$ cat src/sv/ssc_pkg.sv
// Shared types, command codes and helpers for the servo serial command responder.
// No dependencies; used by ssc_core, ssc_reply_buf and the top level.
`default_nettype none

package ssc_pkg;

  localparam int unsigned TickW    = 14;
  localparam int unsigned MaxReply = 4;
  localparam int unsigned CntW     = $clog2(MaxReply + 1);

  // Command field, header bits 7..5
  typedef enum logic [2:0] {
    OP_POS   = 3'b100,
    OP_READ  = 3'b101,
    OP_WRITE = 3'b110,
    OP_ID    = 3'b111
  } op_e;

  // Subcommand byte of READ and WRITE frames
  typedef enum logic [7:0] {
    SUB_EEPROM = 8'h00,
    SUB_STRC   = 8'h01,
    SUB_SPD    = 8'h02,
    SUB_CUR    = 8'h03,
    SUB_TMP    = 8'h04,
    SUB_TCH    = 8'h05
  } sub_e;

  localparam logic [4:0] IdReadAll = 5'h1f;

  // Reply handed from the command core to the reply buffer
  typedef struct packed {
    logic                          load;
    logic [CntW-1:0]               cnt;
    logic [MaxReply-1:0][7:0]      data;
  } reply_t;

  // Number of data bytes that follow a header
  function automatic logic [1:0] frame_len(input logic [7:0] hdr);
    logic [1:0] len;
    case (hdr[7:5])
      OP_POS:   len = 2'd2;
      OP_READ:  len = 2'd1;
      OP_WRITE: len = 2'd2;
      default:  len = 2'd3;
    endcase
    return len;
  endfunction

endpackage

`default_nettype wire

$ cat src/sv/ssc_core.sv
// Frame parser and command executor: holds the servo state and builds replies.
// Depends on ssc_pkg.
`default_nettype none

module ssc_core (
  input  wire logic            clk_i,
  input  wire logic            rst_ni,
  input  wire logic            byte_vld_i,
  input  wire logic [7:0]      byte_i,
  input  wire logic            reply_free_i,
  output logic                 take_o,
  output ssc_pkg::reply_t      reply_o
);

  logic                          active_q, active_d;
  logic [7:0]                    hdr_q, hdr_d;
  logic [1:0]                    left_q, left_d;
  logic [7:0]                    d1_q, d1_d, d2_q, d2_d;
  logic [4:0]                    id_q, id_d;
  logic [7:0]                    strc_q, strc_d;
  logic [7:0]                    spd_q, spd_d;
  logic [7:0]                    cur_q, cur_d;
  logic [7:0]                    tmp_q, tmp_d;
  logic [7:0]                    cur_lim_q, cur_lim_d;
  logic [7:0]                    tmp_lim_q, tmp_lim_d;
  logic [ssc_pkg::TickW-1:0]     tick_q, tick_d;
  logic [ssc_pkg::TickW-1:0]     pos_q, pos_d;

  logic [1:0]                    idx;
  logic                          ends;
  logic [7:0]                    d1;
  logic [7:0]                    d2;
  logic [ssc_pkg::TickW-1:0]     tick_inc;
  logic [7:0]                    tick_hi;
  logic [7:0]                    tick_lo;

  assign idx      = ssc_pkg::frame_len(hdr_q) - left_q;
  assign ends     = active_q && (left_q == 2'd1);
  assign take_o   = byte_vld_i && (!ends || reply_free_i);
  // the frame's last byte may itself be a data byte that execute needs
  assign d1       = (idx == 2'd0) ? byte_i : d1_q;
  assign d2       = (idx == 2'd1) ? byte_i : d2_q;
  assign tick_inc = tick_q + 1'b1;
  assign tick_hi  = {1'b0, tick_inc[13:7]};
  assign tick_lo  = {1'b0, tick_inc[6:0]};

  always_comb begin
    active_d  = active_q;
    hdr_d     = hdr_q;
    left_d    = left_q;
    d1_d      = d1_q;
    d2_d      = d2_q;
    id_d      = id_q;
    strc_d    = strc_q;
    spd_d     = spd_q;
    cur_d     = cur_q;
    tmp_d     = tmp_q;
    cur_lim_d = cur_lim_q;
    tmp_lim_d = tmp_lim_q;
    tick_d    = tick_q;
    pos_d     = pos_q;
    reply_o   = '0;

    if (take_o) begin
      if (!active_q) begin
        if (byte_i[7] && ((byte_i[7:5] == ssc_pkg::OP_ID) || (byte_i[4:0] == id_q))) begin
          hdr_d    = byte_i;
          left_d   = ssc_pkg::frame_len(byte_i);
          active_d = 1'b1;
        end
      end else begin
        d1_d   = d1;
        d2_d   = d2;
        left_d = left_q - 1'b1;
        if (ends) begin
          active_d = 1'b0;
          case (hdr_q[7:5])
            ssc_pkg::OP_POS: begin
              tick_d          = tick_inc;
              pos_d           = {d1[6:0], d2[6:0]};
              reply_o.data[0] = hdr_q;
              reply_o.data[1] = tick_hi;
              reply_o.data[2] = tick_lo;
              reply_o.cnt     = ssc_pkg::CntW'(3);
            end
            ssc_pkg::OP_READ: begin
              reply_o.data[0] = {1'b0, hdr_q[6:0]};
              reply_o.data[1] = d1;
              case (d1)
                ssc_pkg::SUB_STRC: begin
                  reply_o.data[2] = strc_q;
                  reply_o.cnt     = ssc_pkg::CntW'(3);
                end
                ssc_pkg::SUB_SPD: begin
                  reply_o.data[2] = spd_q;
                  reply_o.cnt     = ssc_pkg::CntW'(3);
                end
                ssc_pkg::SUB_CUR: begin
                  reply_o.data[2] = cur_q;
                  cur_d           = cur_q + 1'b1;
                  reply_o.cnt     = ssc_pkg::CntW'(3);
                end
                ssc_pkg::SUB_TMP: begin
                  reply_o.data[2] = tmp_q;
                  tmp_d           = tmp_q + 1'b1;
                  reply_o.cnt     = ssc_pkg::CntW'(3);
                end
                ssc_pkg::SUB_TCH: begin
                  tick_d          = tick_inc;
                  reply_o.data[2] = tick_hi;
                  reply_o.data[3] = tick_lo;
                  reply_o.cnt     = ssc_pkg::CntW'(4);
                end
                default: begin
                  // EEPROM and unknown reads stay silent
                  reply_o.cnt = '0;
                end
              endcase
            end
            ssc_pkg::OP_WRITE: begin
              reply_o.data[0] = {1'b0, hdr_q[6:0]};
              reply_o.data[1] = d1;
              reply_o.data[2] = d2;
              reply_o.cnt     = ssc_pkg::CntW'(3);
              case (d1)
                ssc_pkg::SUB_STRC: strc_d    = d2;
                ssc_pkg::SUB_SPD:  spd_d     = d2;
                ssc_pkg::SUB_CUR:  cur_lim_d = d2;
                ssc_pkg::SUB_TMP:  tmp_lim_d = d2;
                default:           strc_d    = strc_q;
              endcase
            end
            default: begin
              if ((hdr_q[4:0] == ssc_pkg::IdReadAll) && (d1 == 8'h00)) begin
                reply_o.data[0] = {ssc_pkg::OP_ID, id_q};
              end else begin
                id_d            = hdr_q[4:0];
                reply_o.data[0] = hdr_q;
              end
              reply_o.cnt = ssc_pkg::CntW'(1);
            end
          endcase
          reply_o.load = (reply_o.cnt != '0);
        end
      end
    end
  end

  always_ff @(posedge clk_i or negedge rst_ni) begin
    if (!rst_ni) begin
      active_q  <= 1'b0;
      hdr_q     <= '0;
      left_q    <= '0;
      d1_q      <= '0;
      d2_q      <= '0;
      id_q      <= '0;
      strc_q    <= '0;
      spd_q     <= '0;
      cur_q     <= '0;
      tmp_q     <= '0;
      cur_lim_q <= '0;
      tmp_lim_q <= '0;
      tick_q    <= '0;
      pos_q     <= '0;
    end else begin
      active_q  <= active_d;
      hdr_q     <= hdr_d;
      left_q    <= left_d;
      d1_q      <= d1_d;
      d2_q      <= d2_d;
      id_q      <= id_d;
      strc_q    <= strc_d;
      spd_q     <= spd_d;
      cur_q     <= cur_d;
      tmp_q     <= tmp_d;
      cur_lim_q <= cur_lim_d;
      tmp_lim_q <= tmp_lim_d;
      tick_q    <= tick_d;
      pos_q     <= pos_d;
    end
  end

endmodule

`default_nettype wire

$ cat src/sv/ssc_reply_buf.sv
// Reply buffer: holds up to four reply bytes and shifts them out one item a cycle while out_ready_i is high.
// Depends on ssc_pkg.
`default_nettype none

module ssc_reply_buf (
  input  wire logic              clk_i,
  input  wire logic              rst_ni,
  input  wire ssc_pkg::reply_t   reply_i,
  output logic                   free_o,
  output logic                   out_valid_o,
  input  wire logic              out_ready_i,
  output logic [7:0]             tx_byte_o,
  output logic                   last_byte_o
);

  logic [ssc_pkg::CntW-1:0]              cnt_q, cnt_d;
  logic [ssc_pkg::MaxReply-1:0][7:0]     data_q, data_d;
  logic                                  pop;

  assign out_valid_o = (cnt_q != '0);
  assign pop         = out_valid_o && out_ready_i;
  assign tx_byte_o   = data_q[0];
  assign last_byte_o = (cnt_q == ssc_pkg::CntW'(1));
  // free when empty, or when the final byte leaves this cycle
  assign free_o      = !out_valid_o || (last_byte_o && out_ready_i);

  always_comb begin
    cnt_d  = cnt_q;
    data_d = data_q;
    if (reply_i.load) begin
      cnt_d  = reply_i.cnt;
      data_d = reply_i.data;
    end else if (pop) begin
      cnt_d  = cnt_q - 1'b1;
      data_d = {8'h00, data_q[ssc_pkg::MaxReply-1:1]};
    end
  end

  always_ff @(posedge clk_i or negedge rst_ni) begin
    if (!rst_ni) begin
      cnt_q <= '0;
    end else begin
      cnt_q <= cnt_d;
    end
  end

  always_ff @(posedge clk_i) begin
    data_q <= data_d;
  end

endmodule

`default_nettype wire

$ cat src/sv/servo_serial_command_responder.sv
// Servo serial command responder: top level with the receive register.
// Depends on ssc_pkg, ssc_core and ssc_reply_buf.
//
// Usage:
//   Received line bytes enter on the input channel (rx_byte_i), one item per
//   cycle while in_ready_o is high. Reply bytes leave on the output channel
//   (tx_byte_o, last_byte_o), last_byte_o marking the final byte of each
//   reply (one to four bytes). An accepted byte is held in the receive
//   register and is then parsed and executed in a single pass; the reply
//   of a frame-ending byte is loaded into the reply buffer as that byte is
//   taken, and the reply bytes follow one per cycle while out_ready_i is high.
//   Input rate is one byte per cycle while in_ready_o is high. A frame-ending
//   byte waits in the receive register while an earlier reply is still
//   draining, which backs up the input through in_ready_o; since a frame is
//   at least two bytes, the sustained rate is bounded by the drain of a long reply.
//   A stalled receiver holds the current reply byte steady.
//   Reset clears the servo id, settings, readings, tick counter and any
//   partial frame; the block is ready to accept input as soon as reset is released.
`default_nettype none

module servo_serial_command_responder (
  input  wire logic        clk_i,
  input  wire logic        rst_ni,
  input  wire logic        in_valid_i,
  output logic             in_ready_o,
  input  wire logic [7:0]  rx_byte_i,
  output logic             out_valid_o,
  input  wire logic        out_ready_i,
  output logic [7:0]       tx_byte_o,
  output logic             last_byte_o
);

  logic              rx_vld_q, rx_vld_d;
  logic [7:0]        rx_byte_q;
  logic              take;
  logic              reply_free;
  ssc_pkg::reply_t   reply;

  assign in_ready_o = !rx_vld_q || take;

  always_comb begin
    rx_vld_d = rx_vld_q;
    if (in_ready_o) begin
      rx_vld_d = in_valid_i;
    end
  end

  always_ff @(posedge clk_i or negedge rst_ni) begin
    if (!rst_ni) begin
      rx_vld_q <= 1'b0;
    end else begin
      rx_vld_q <= rx_vld_d;
    end
  end

  always_ff @(posedge clk_i) begin
    if (in_valid_i && in_ready_o) begin
      rx_byte_q <= rx_byte_i;
    end
  end

  ssc_core u_core (
    .clk_i        (clk_i),
    .rst_ni       (rst_ni),
    .byte_vld_i   (rx_vld_q),
    .byte_i       (rx_byte_q),
    .reply_free_i (reply_free),
    .take_o       (take),
    .reply_o      (reply)
  );

  ssc_reply_buf u_reply_buf (
    .clk_i       (clk_i),
    .rst_ni      (rst_ni),
    .reply_i     (reply),
    .free_o      (reply_free),
    .out_valid_o (out_valid_o),
    .out_ready_i (out_ready_i),
    .tx_byte_o   (tx_byte_o),
    .last_byte_o (last_byte_o)
  );

endmodule

`default_nettype wire

$ cat config.mk
export PLATFORM = sky130hd
export DESIGN_NAME = servo_serial_command_responder
export DESIGN_NICKNAME = d
export VERILOG_FILES = /design/src/sv/ssc_pkg.sv /design/src/sv/ssc_core.sv /design/src/sv/ssc_reply_buf.sv /design/src/sv/servo_serial_command_responder.sv
export SDC_FILE = /design/constraint.sdc
export NUM_CORES = 1
export LEC_CHECK = 0
export ABC_AREA = 1
export BUFFER_PORTS_ARGS = -buffer_cell sky130_fd_sc_hd__clkbuf_2
export CAP_MARGIN = 20
export CORE_UTILIZATION = 56
export DETAILED_ROUTE_END_ITERATION = 8
export GPL_ROUTABILITY_DRIVEN = 0
export GPL_TIMING_DRIVEN = 0
export PLACE_DENSITY = 0.82
export SYNTH_ARGS = -nofsm -noshare
export SYNTH_HDL_FRONTEND = slang
export SYNTH_HIERARCHICAL = 1
export SYNTH_SLANG_ARGS = --single-unit
$ cat constraint.sdc
create_clock -name clk_i -period 5.9 [get_ports clk_i]
set_input_delay 0.885 -clock clk_i [delete_from_list [all_inputs] [get_ports clk_i]]
set_output_delay 0.885 -clock clk_i [all_outputs]
set_load 0.02 [all_outputs]
### Word-level counts from Yosys, hierarchy flattened

Cells that the tools add are included.

| storage, ports and cells | value |
|---|---|
| input port bits | 12 |
| word-level logic and storage cells | 109 |
| output and inout port bits | 11 |
| flip-flop bits (word level) | 122 |

| operators by class | value |
|---|---|
| muxes and demuxes | 29 |
| bitwise operators | 3 |
| add/subtract/negate cells | 6 |
| reductions and logical operators | 35 |
| eq/ne operators | 18 |

Operators with widths:

| kind | number |
|---|---|
| 2-to-1 mux 36 bit | 3 |
| 2-to-1 mux 32 bit | 2 |
| one-hot mux 16 bit (3 select lines) | 1 |
| one-hot mux 8 bit (5 select lines) | 1 |
| 2-to-1 mux 8 bit | 4 |
| AND reduction 5 bit | 6 |
| one-hot mux 14 bit (2 select lines) | 1 |
| equality test 3 bit, second input constant | 7 |
| adder 8 x 1 -> 8 bit, second input constant | 2 |
| equality test 8 x 2 -> 1 bit, second input constant | 2 |
| equality test 8 x 3 -> 1 bit, second input constant | 2 |
| one-hot mux 8 bit (2 select lines) | 1 |
| 2-to-1 mux 3 bit | 5 |
| adder 14 x 1 -> 14 bit, second input constant | 1 |
| 2-to-1 mux 14 bit | 1 |
| one-hot mux 3 bit (2 select lines) | 2 |
| equality test 8 x 1 -> 1 bit, second input constant | 1 |
| zero test 8 bit | 1 |
| one-hot mux 2 bit (2 select lines) | 2 |
| logical AND 1 bit | 7 |
| 2-to-1 mux 7 bit | 1 |
| nonzero test 2 bit | 3 |
| nonzero test 3 bit | 2 |
| OR reduction 2 bit | 3 |
| 18 further kinds | 30 |

### Depth between registers and ports, before layout

| logic depth | value |
|---|---|
| word-level depth | 18 |
| depth in mapped cells | 21 |
| depth with buffers taken out | 19 |

### Cells and area by module

The synthesis kept the hierarchy.

By module, submodules not included:

| module | seq. area each (sq um) | times used | cells each | area an instance (sq um) |
|---|---|---|---|---|
| ssc_core | 1951.9 | 1 | 646 | 4797.1 |
| ssc_reply_buf | 1036.0 | 1 | 170 | 1660.3 |
| servo_serial_command_responder | 265.3 | 1 | 14 | 285.3 |

### Least setup slack after synthesis

OpenSTA, ideal clock, no wires.

| timing | value |
|---|---|
| kind | flip-flop to flip-flop |
| from | reg u_core.hdr_q[7] |
| to | reg u_reply_buf/data_q[10] in the netlist's numbering, enable pin |
| path buffers | 2 |
| library setup time | 0.347 ns |
| setup slack | 2.830 ns |
| period minus slack after synthesis | 3.070 ns |
| stages on the path, launching flop included | 16 |
| data arrival time | 2.723 ns |
| required time | 5.553 ns |
| cell sequence | dfrtp_1 -> inv_1 -> nor2_1 -> ha_1 -> clkbuf_1 -> nand4_1 -> nand2_1 -> nand2_1 -> nor2_4 -> buf_2 -> nand2_1 -> nand4_1 -> nor2_1 -> nor2_1 -> inv_2 -> nand2_4 |

RTL lines:

| item | line | RTL |
|---|---|---|
| start: declaration | ssc_core.sv:16 | `logic [7:0] hdr_q, hdr_d;` |
| start signal: assignment | ssc_core.sv:167 | `hdr_q <= hdr_d;` |
| end signal: assignment | ssc_reply_buf.sv:48 | `data_q <= data_d;` |
| end: declaration | ssc_reply_buf.sv:17 | `logic [ssc_pkg::MaxReply-1:0][7:0] data_q, data_d;` |

==> results_dict.tcl <==
set metrics [dict create \
    cp.required_ns 5.97 \
    drv_slew 0 \
    coreArea_sq_um 11600 \
    post_cts_buffers 0 \
    ios 23 \
    cts_root_buf "clkbuf_16" \
    final_layout_size_suffix_gt1_frac 0.128 \
    yosysTopAreaCellShare 0.304 \
    ys_ff_latch 122 \
    synth_edf_count 40 \
    cp-end-kind "flip-flop" \
    grtUsageTotal 0.274 \
    die_x_um 112 \
    grt_pass1_vias 5380 \
    max_stage_delay_ns 0.41 \
    finalSetupTns_ns 0 \
    fmax_mhz 251 \
    period_needed_ns 3.98 \
    grt_pass1_wl_um 26000 \
    numCtsBuffers 17 \
    postRouteAntennaNets 0 \
    ys_seq_area_frac 0.482 \
    skew_ns 0.00849 \
    ys_top_cells_by_count "nand2_1, inv_1, dfrtp_1" \
    clk_pin_slew_ns 0.05 \
    p_total_uw 4100 \
    critPathArrivalTime_ns 4.04 \
    ir_worst_vdd_uv 237 \
    min_period_over_period 0.674 \
    leakagePower_uw 0.00373 \
    worstSetupPathType "reg2reg" \
    setup_viol 0 \
    wire_per_inst_um 15.5 \
    hold_class "in2async" \
    grt_remaining_overflow 0 \
    ctsResizeCount 0 \
    drv_cap 0 \
    dieArea_sq_um 12500 \
    ys_warn_count 6 \
    ys_types 41 \
    slew_headroom 0.374 \
    critical_path.slowest_cell "dfrtp_1" \
    dr.pass1.iters 5 \
    dp_hpwl_um 11400 \
    port_buffers 22 \
    cts.sinks 122 \
    synthCells 830 \
    vias 5638 \
    antenna_found_initial 0 \
    drt-initial-drc-count 548 \
    fin_cells 1028 \
    clk_path_buf_depth 2 \
    cts_htree_levels 4 \
    synth_nets 850 \
    critPathTopFamily "simple AND/OR/NAND/NOR gates" \
    synth_top_cells_by_area "dfrtp_1, edfxtp_1, nand2_1, inv_1, nand3_1" \
    grt_start_max_net_pins 53 \
    drcViolationCount 0 \
    synth_most_common_cell "nand2_1" \
    cts_tree "built" \
    cts-hold-fix-buffers 0 \
    syn_area_per_cell_sq_um 8.12 \
    num-fill-cells 931 \
    wl_um 15900 \
    dp_cells 996 \
    yosysTopAreaCell "dfrtp_1" \
    syn_to_final_growth_pct 13.5 \
    postSynth.asyncResetShare 0.672 \
    initial_core_util 0.583 \
    routed_via_density 5.48 \
    path_max_fanout 37 \
    synth_area_sq_um 6740 \
    rows 39 \
    synthFlopType "dfrtp_1" \
    status "complete, no violations" \
    critical_path_buf_inv_count 4 \
    nets 892 \
    crit_chain "inv_1 -> nor2_1 -> ha_1 -> clkbuf_1 -> nand4_1 -> nand2_1 -> nand2_1 -> nor2_4 -> buf_2 -> nand2_1 -> nand4_1 -> nor2_1 -> nor2_1 -> inv_2 -> nand2_4" \
    hold_slack_ns 0.447 \
    p_per_area_nw_per_um2 535 \
    cp-start-kind "flip-flop" \
    die_height_um 112 \
    clock_latency_ns 0.43 \
    diodes 0 \
    rsz0062_at_grt "no" \
    hold_viol 0 \
    tightest_slew_ns 0.929 \
]
stage by stage:
step / area [sq um] / worst slack, ns / util
floorplan: 6740 / 2.83 / -
global placement: 7030 / 2.19 / 0.608
detailed placement: 7060 / 2.06 / 0.611
CTS: 7650 / 2.05 / 0.661
global route: 7650 / 1.77 / 0.661
finish: 7650 / 1.92 / 0.661
where the power goes:
group          switching (uW)  internal, uW  total [uW]  leakage, uW
Combinational            1200           507        1710      0.00209
Sequential                158          1190        1340      0.00136
Clock                     359           680        1040     0.000286
Total                    1720          2370        4100      0.00373
state kept, by name (all words and copies together) (netlist names):
name	flops
rx_byte_q	8
rx_vld_q	1
u_core/active_q	1
u_core/cur_q	8
u_core/d1_q	8
u_core/d2_q	8
u_core/hdr_q	8
u_core/id_q	5
u_core/left_q	2
u_core/spd_q	8
u_core/strc_q	8
u_core/tick_q	14
u_core/tmp_q	8
u_reply_buf/cnt_q	3
u_reply_buf/data_q	24
u_reply_buf/tx_byte_o	8
routing by layer:
metal  global-route usage  vias to the layer above  part of all wire
li1                     -                     2755                 -
met1                0.350                     2613              0.43
met2                0.438                      225              0.47
met3               0.0708                       45             0.073
met4                0.127                        0             0.032
met5                    0                        -                 0
cell families (layout without fill, tap and decap cells):
kind of cell | after synthesis | in the layout | synth area share
flip-flops | 122 | 122 | 0.482
multiplexers | 1 | 1 | 0.00167
AO/OA/AOI/OAI | 120 | 120 | 0.0956
other | 1 | 1 | 0.000556
XOR/XNOR | 24 | 24 | 0.0312
AND/OR/NAND/NOR | 412 | 412 | 0.277
buffers and inverters | 142 | 197 | 0.0970
adder cells (fa/ha/maj) | 8 | 8 | 0.0148
worst register-to-register path: stages, from the launching register on:
cell and delay [ns]:
dfrtp_1 0.41, inv_1 0.21, nor2_1 0.13, ha_1 0.35, clkbuf_1 0.33, nand4_1 0.22
nand2_1 0.13, nand2_1 0.09, nor2_4 0.21, buf_2 0.28, nand2_1 0.13, nand4_1 0.22
nor2_1 0.07, nor2_1 0.25, inv_2 0.17, nand2_4 0.39
worst paths after layout:
kind,from,endpoint,slack (ns),depth (start not counted)
setup / recovery,u_core/hdr_q[7]$_DFFE_PN0P_,u_reply_buf/tx_byte_o[1]$_DFFE_PP_,1.92,15
hold / removal,rst_ni,u_core/hdr_q[0]$_DFFE_PN0P_,0.45,1
setup reg to reg,u_core/hdr_q[7]$_DFFE_PN0P_,u_reply_buf/tx_byte_o[1]$_DFFE_PP_,1.92,15
hold reg to reg,u_core/cur_q[6]$_DFFE_PN0P_,u_core/cur_q[6]$_DFFE_PN0P_,0.48,1
max in group asynchronous,rst_ni,u_core/tmp_q[4]$_DFFE_PN0P_,4.84,2
min in group clk_i,u_core/cur_q[6]$_DFFE_PN0P_,u_core/cur_q[6]$_DFFE_PN0P_,0.48,1
layout by cell type (no fill, tap or decap), drive strengths merged:
cell type and count:
a211oi 2, a21oi 21, a221oi 1, a31o 1, buf 29, bufinv 3, clkbuf 50, clkinv 6
clkinvlp 1, conb 1, dfrtp 82, edfxtp 40, ha 8, inv 108, mux2 1, nand2 275
nand3 54, nand3b 1, nand4 22, nor2 52, nor3 8, o211ai 1, o21ai 85, o22ai 2
o31ai 6, o32ai 1, xnor2 6, xor2 18
cell type report:
type / count / area (sq um) / area share
flip-flops and latches: 122 / 3250 / 0.425
multi-input cells: 566 / 2840 / 0.371
clock buffers: 23 / 468 / 0.0612
inverters: 109 / 409 / 0.0535
plain buffers: 33 / 245 / 0.0321
well taps: 143 / 179 / 0.0234
repair buffers: 23 / 140 / 0.0183
clock inverters: 9 / 120 / 0.0157
(Power assumes the default switching activity.)
